[src/brb_pkg.sv]
// ----------------------------------------------------------------------------
// brb_pkg
// Shared types and constants for the byte ring buffer: operation codes,
// lane count, per-item byte limit and the merge control word.
// ----------------------------------------------------------------------------
package brb_pkg;

    localparam int C_LANES = 8;
    localparam logic [3:0] C_MAX_BYTES = 4'd8;

    typedef enum logic [2:0] {
        M_ENQ  = 3'd0,
        M_DEQ  = 3'd1,
        M_PEEK = 3'd2,
        M_MVF  = 3'd3,
        M_MVR  = 3'd4,
        M_CLR  = 3'd5,
        M_STAT = 3'd6
    } t_mode;

    typedef logic [C_LANES-1:0][7:0] t_bytes;

    typedef struct packed {
        logic       clr;
        logic       cap0;
        logic       cap1;
        logic [2:0] base_lo;
        logic [3:0] kk;
        logic [3:0] cnt;
    } t_mrg_ctl;

endpackage

[src/brb_merge.sv]
// ----------------------------------------------------------------------------
// brb_merge
// Gathers the bytes that the lanes return in the two access passes into
// one read word, first byte in the low bits, unused bytes zero.
// ----------------------------------------------------------------------------
module brb_merge
    import brb_pkg::*;
(
    input  logic     i_clk,
    input  t_mrg_ctl i_ctl,
    input  t_bytes   i_lane_data,
    output t_bytes   o_word
);

    t_bytes r_acc;
    t_bytes n_acc;

    always_comb begin
        n_acc = r_acc;
        if (i_ctl.clr) begin
            n_acc = '0;
        end else begin
            for (int i = 0; i < C_LANES; i++) begin
                if (i_ctl.cap0 && (4'(i) < i_ctl.cnt) && (4'(i) < i_ctl.kk)) begin
                    n_acc[i] = i_lane_data[3'(i_ctl.base_lo + 3'(i))];
                end
                if (i_ctl.cap1 && (4'(i) >= i_ctl.kk) && (4'(i) < i_ctl.cnt)) begin
                    n_acc[i] = i_lane_data[3'(4'(i) - i_ctl.kk)];
                end
            end
        end
    end

    always_ff @(posedge i_clk) begin
        r_acc <= n_acc;
    end

    assign o_word = r_acc;

endmodule

[config.mk]
export PLATFORM = sky130hd
export DESIGN_NAME = brb_merge
export DESIGN_NICKNAME = d
export VERILOG_FILES = /design/src/brb_pkg.sv /design/src/brb_merge.sv
export SDC_FILE = /design/constraint.sdc
export NUM_CORES = 1
export LEC_CHECK = 0
export ABC_CLOCK_PERIOD_IN_PS = 6700
export BUFFER_PORTS_ARGS = -buffer_cell sky130_fd_sc_hd__buf_2
export CELL_PAD_IN_SITES_DETAIL_PLACEMENT = 2
export CELL_PAD_IN_SITES_GLOBAL_PLACEMENT = 2
export CORE_ASPECT_RATIO = 0.9
export CORE_MARGIN = 8
export CORE_UTILIZATION = 40
export CTS_CLUSTER_DIAMETER = 30
export DETAILED_ROUTE_END_ITERATION = 10
export GPL_TIMING_DRIVEN = 1
export HOLD_SLACK_MARGIN = 0.03
export PLACE_DENSITY = 0.85
export SYNTH_ARGS = -nofsm -noshare
export SYNTH_HDL_FRONTEND = slang
export SYNTH_SLANG_ARGS = --single-unit
[constraint.sdc]
create_clock -name i_clk -period 6.7 [get_ports i_clk]
set_input_delay 0.67 -clock i_clk [delete_from_list [all_inputs] [get_ports i_clk]]
set_output_delay 0.67 -clock i_clk [all_outputs]
set_load 0.02 [all_outputs]
==> run_results.csv, run 1 <==
group,metric,value,unit
die,die_area,24100,µm²
drt,vias,7821,
sta,min_period,3.68,ns
synth,netlist.area_leader.share,0.419,
grt,grt_pass1_wl,55000,µm
drt,drt_drc_violations_left,0,
synth,yosysWarnings,0,
sta,tightest_slew,1.39,ns
die,initial_core_util,0.405,
drt,drt-met1-wl,12800,µm
hold_path,hold_depth,1,
critical_path,worst_ep_required_time,6.93,ns
sta,slew_headroom,0.0638,
critical_path,critical-path-max-stage-delay,1.12,ns
power,p_leak,3.65,nW
critical_path,worstSetupPathType,"input port to flop",
final_layout,utilization,0.463,
drt,top_layer_used,"met5",
critical_path,crit_chain,"buf_4, inv_1, ha_1, buf_4, mux4_2, nand2_1, and3_1, o32ai_1",
synth,async_reset_ff_frac,0,
synth,synth.avg_cell_area,11.5,µm²
synth,synth_edf_count,0,
synth,synth_nets,757,
die,fp.dieW,163,µm
sta,layout_setup_ws,3.02,ns
clocking,root_buffer,"clkbuf_16",
power,ir_drop,0.000107,V
drt,routed-wl-met3,3670,µm
clocking,cts.reportedPaths.clkPinSlew,0.06,ns
synth,synth-seq-cells,64,
drt,drt_iter0_markers,905,
outcome,run_status,"finished clean",
hold_path,hold_path_startpoint,"o_word[17]",
place,hpwl,25800,µm
synth,synthCells,671,
sta,rsz0062_at_grt,"no",
synth,yosysTopAreaCell,"mux4_2",
grt,gr-total-overflow,0,
die,io_pins,143,
critical_path,rrSetupSlack,5.82,ns
critical_path,cp_data_arrival_time,3.91,ns
die,rows,48,
synth,synth.distinct_cells,53,
clocking,tritoncts,"yes",
synth,ys_seq_area_frac,0.165,
synth,ys.flop_type,"dfxtp_1",
sta,clock_skew,0,ns
hold_path,min_path_type,"flop to flop",
clocking,cts_sinks,64,
hold_path,min_to,"o_word[17]",
critical_path,crit_buf_inv,3,
drt,routed_via_density,7.63,
clocking,cts-htree-levels,3,
grt,grt_pass1_vias,8766,
place,post-place-ws,2.73,ns
critical_path,crit_path_frequent_cell,"buf_4",
final_layout,drive_gt1_frac,0.422,
final_layout,syn_to_final_growth,14.2,%
flow_run,drv_cap,0,
critical_path,crit_fanout,26,
sta,final.period_utilization,0.549,
critical_path,critPathTopFamily,"buffers and inverters",
die,dieHeight,148,µm
grt,grt_max_degree,66,
clocking,post_cts.repair.setup_buffers,0,
critical_path,rr_worst_depth,2,
drt,wl_met2,18500,µm
synth,synthTopCellsByArea,"mux4_2, dfxtp_1, mux2i_1",
critical_path,critPathCaptureType,"flop",
sta,slew_viol_final,0,
place,portBuffers,142,
clocking,cts_buffer_depth,2,
sta,achievable-frequency,272,MHz
power,powerDensity,200,nW/µm²
grt,antenna_found_initial,3,
drt,routed_wl,36900,µm
final_layout,instances_no_fill,1025,
drt,wl_per_cell,36.0,µm
clocking,clkLatencyLatePin,0.35,ns
sta,setup_violations,0,
critical_path,critPathSlowestCell,"ha_1",
critical_path,reg2reg_to,"o_word[24]",
place,routabilityCongestion,0.900,
critical_path,start_kind,"input port",
sta,tns,0,ns
sta,hold_violations,0,
die,core-area,19100,µm²
critical_path,r2r-start,"o_word[24]",
place,dpl.cell_count,1006,
grt,grt_util_all_layers,0.304,
synth,syn_area,7740,µm²
final_layout,nets,853,
drt,first_pass_iters,5,
final_layout,largest_reg_flops,64,
clocking,hold_buffers,0,
clocking,cts_resized,0,
drt,detail-route-antenna-nets,0,
clocking,cts_buffers,9,
worst max path at each step:
| stage | from | to | cells past startpoint |
|---|---|---|---|
| 6_report | i_ctl[8] | o_word[61] | 8 |
| 4_1_cts | i_ctl[8] | o_word[61] | 8 |
| 5_1_grt | i_ctl[8] | o_word[63] | 8 |
| 2_1_floorplan | i_ctl[5] | o_word[33] | 12 |
| 3_3_place_gp | i_ctl[8] | o_word[63] | 8 |
| 3_5_place_dp | i_ctl[8] | o_word[61] | 8 |
kinds of logic (layout without fill, tap and decap cells):
group | Yosys count | after routing | share of synthesized area
flip-flops | 64 | 64 | 0.165
XOR/XNOR | 8 | 8 | 0.0144
multiplexers | 219 | 219 | 0.534
AND/OR/NAND/NOR | 171 | 171 | 0.102
AO/OA/AOI/OAI | 135 | 135 | 0.127
other | 0 | 3 | 0
adder cells (fa/ha/maj) | 7 | 7 | 0.0113
buffers and inverters | 67 | 168 | 0.0462
stage by stage:
| stage | power (mW) | instance area, µm² | hold slack [ns] |
|---|---|---|---|
| floorplan | 0.925 | 7740 | 0.563 |
| global placement | 1.11 | 8480 | 0.431 |
| detailed placement | 1.17 | 8480 | 0.437 |
| CTS | 1.76 | 8830 | 0.450 |
| global route | 1.82 | 8840 | 0.469 |
| finish | 1.77 | 8840 | 0.446 |
cells in the mapped netlist, drive strengths merged, types with 14 or more instances:
master	instances
nand3	19
clkbuf	14
buf	48
a221o	16
mux4	152
o22ai	29
a21o	22
mux2i	58
a211oi	17
dfxtp	64
nor2	20
a21oi	25
nand2	87
cell type report:
class / count / area (µm²)
Multi-Input combinational cell: 540 / 6110
Timing Repair Buffer: 147 / 753
Fill cell: 1944 / 10300
Tap cell: 250 / 313
Clock inverter: 5 / 103
Inverter: 5 / 18.8
Antenna cell: 3 / 7.51
Sequential cell: 64 / 1280
Clock buffer: 11 / 253
worst register-to-register path, delay by kind of cell (launching register included):
kind               cells  cell delay (ns)
AOI/OAI and AO/OA      2             0.41
DFF                    1             0.37
placed cells by master, fill, tap and decap left out, types with 4 or more instances in the layout:
master / n
mux2_2: 9
a21o_1: 22
clkbuf_16: 9
a211oi_1: 17
nand3_1: 19
and3_1: 5
buf_2: 140
inv_1: 5
and2_1: 5
a21oi_1: 25
buf_4: 7
a32o_1: 8
nand2_1: 87
dfxtp_1: 64
nor3_1: 7
or3_1: 4
nor2_1: 20
o22ai_1: 29
mux2i_1: 58
ha_1: 7
a221o_1: 16
nor4_1: 4
mux4_1: 8
mux4_2: 144
nor2b_1: 8
per-layer routing:
metal	vias to the layer above	global-route usage
met4	2	0.148
met1	4061	0.348
li1	2997	-
met3	160	0.0759
met2	601	0.521
met5	-	0
power by group:
group / switching, mW / internal [mW]
Clock: 0.204 / 0.384
Sequential: 0.0256 / 0.418
Combinational: 0.425 / 0.313
No activity file was read; power rests on OpenSTA's default activity.
==> inputs of run 2 (changes only) <==
Settings changed: ABC_CLOCK_PERIOD_IN_PS 6700 to 3200, CORE_UTILIZATION 40 to 34, PLACE_DENSITY 0.85 to 0.77.
Clock period 6.7 ns to 3.2 ns, I/O delays scaled along.
==> run_results.csv, run 2 (synthesized netlist as in run 1, its figures left out) <==
group,metric,value,unit
grt,grt_pass1_wl,51300,µm
drt,wl_per_cell,31.1,µm
place,hpwl,24600,µm
critical_path,rrSetupSlack,2.32,ns
power,power_frac_clock,0.309,
sta,achievable-frequency,382,MHz
clocking,cts_resized,0,
final_layout,layout_commonest_cell,"mux4_2",
die,fp.dieW,175,µm
critical_path,rr_worst_depth,2,
power,switching_share,0.362,
die,core-area,22400,µm²
clocking,tritoncts,"yes",
power,pwr-share-comb,0.428,
sta,clock_skew,0,ns
die,dieHeight,159,µm
sta,min_period,2.62,ns
power,p_leak,3.71,nW
clocking,cts_buffers,9,
drt,first_pass_iters,4,
critical_path,worstSetupPathType,"input port to flop",
sta,setup_violations,0,
clocking,cts.reportedPaths.clkPinSlew,0.06,ns
drt,routed_via_density,6.84,
clocking,clkLatencyLatePin,0.35,ns
hold_path,min_to,"o_word[17]",
power,powerDensity,392,nW/µm²
clocking,post_cts.repair.setup_buffers,0,
power,p_switching,1.27,mW
final_layout,largest_reg_flops,64,
hold_path,min_path_type,"flop to flop",
outcome,run_status,"finished clean",
die,initial_core_util,0.345,
sta,slew_viol_final,0,
grt,grt_pass1_vias,8207,
critical_path,worst_ep_required_time,3.45,ns
drt,detail-route-antenna-nets,0,
drt,vias,7404,
final_layout,nets,866,
sta,hold_slack,0.447,ns
die,io_pins,143,
clocking,hold_buffers,0,
final_layout,layout.cells.most_common_list,"mux4_2, buf_2, nand2_1",
place,routabilityCongestion,0.873,
critical_path,r2r-start,"o_word[31]",
drt,drt_iter0_markers,680,
sta,rsz0062_at_grt,"no",
critical_path,critPathCaptureType,"flop",
power,ir_drop,0.000177,V
grt,antenna_found_initial,0,
critical_path,critPathLaunch,"i_ctl[6]",
clocking,cts-htree-levels,3,
die,rows,52,
flow_run,drv_cap,0,
hold_path,hold_depth,1,
final_layout,utilization,0.400,
sta,tns,0,ns
drt,drt_drc_violations_left,0,
place,portBuffers,142,
critical_path,start_kind,"input port",
critical_path,reg2reg_to,"o_word[31]",
grt,grt_max_degree,66,
grt,grt_util_all_layers,0.239,
critical_path,crit_fanout,23,
grt,gr-total-overflow,0,
final_layout,syn_to_final_growth,16.0,%
critical_path,cp_data_arrival_time,2.86,ns
clocking,cts_sinks,64,
power,p_int,2.24,mW
final_layout,n_antenna_cell,0,
sta,slew_headroom,0.156,
sta,final.period_utilization,0.818,
die,die_area,27900,µm²
final_layout,drive_gt1_frac,0.429,
clocking,root_buffer,"clkbuf_16",
clocking,cts_buffer_depth,2,
power,p_seq_frac,0.263,
drt,routed_wl,33700,µm
sta,hold_violations,0,
sta,tightest_slew,1.26,ns
hold_path,hold_path_startpoint,"o_word[17]",
run 2: worst max-delay path by stage:
stage	to	slack, ns
2_1_floorplan	o_word[33]	0.34
3_3_place_gp	o_word[24]	0.47
3_5_place_dp	o_word[31]	0.26
4_1_cts	o_word[31]	0.68
5_1_grt	o_word[31]	0.54
6_report	o_word[31]	0.58
run 2: layout make-up:
class | count | area, µm²
fill | 2363 | 13500
multi-input combinational | 540 | 6120
sequential | 64 | 1280
timing repair buffer | 160 | 876
tap | 297 | 372
clock buffer | 13 | 250
clock inverter | 3 | 65.1
inverter | 5 | 18.8
run 2: stage by stage:
step,instance area [µm²],instances,total power [mW],setup slack [ns]
global route,8980,1082,3.67,0.537
global placement,8660,1066,2.36,0.474
CTS,8970,1082,3.54,0.675
detailed placement,8660,1066,2.44,0.263
finish,8980,1082,3.52,0.583
floorplan,7740,671,1.94,0.345
run 2: power by group through the flow:
stage / Sequential [mW] / Clock, mW / Combinational, mW
3_3_place_gp: 0.939 / 0 / 1.42
6_report: 0.924 / 1.09 / 1.50
2_1_floorplan: 1.02 / 0 / 0.915
5_1_grt: 0.933 / 1.14 / 1.60
4_1_cts: 0.925 / 1.11 / 1.50
3_5_place_dp: 0.942 / 0 / 1.49
run 2: routing by layer:
metal	GRT usage	vias up	wire [µm]
li1	-	3018	-
met1	0.292	3919	13100
met2	0.406	410	17100
met3	0.0548	57	2660
met4	0.0828	0	891
met5	0	-	0
run 2: worst max-delay path, cell delays in order:
cell and delay, ns:
buf_2 0.27, inv_1 0.51, nand3_1 0.56, o21ai_1 0.69, o22ai_1 0.20, a211oi_1 0.29
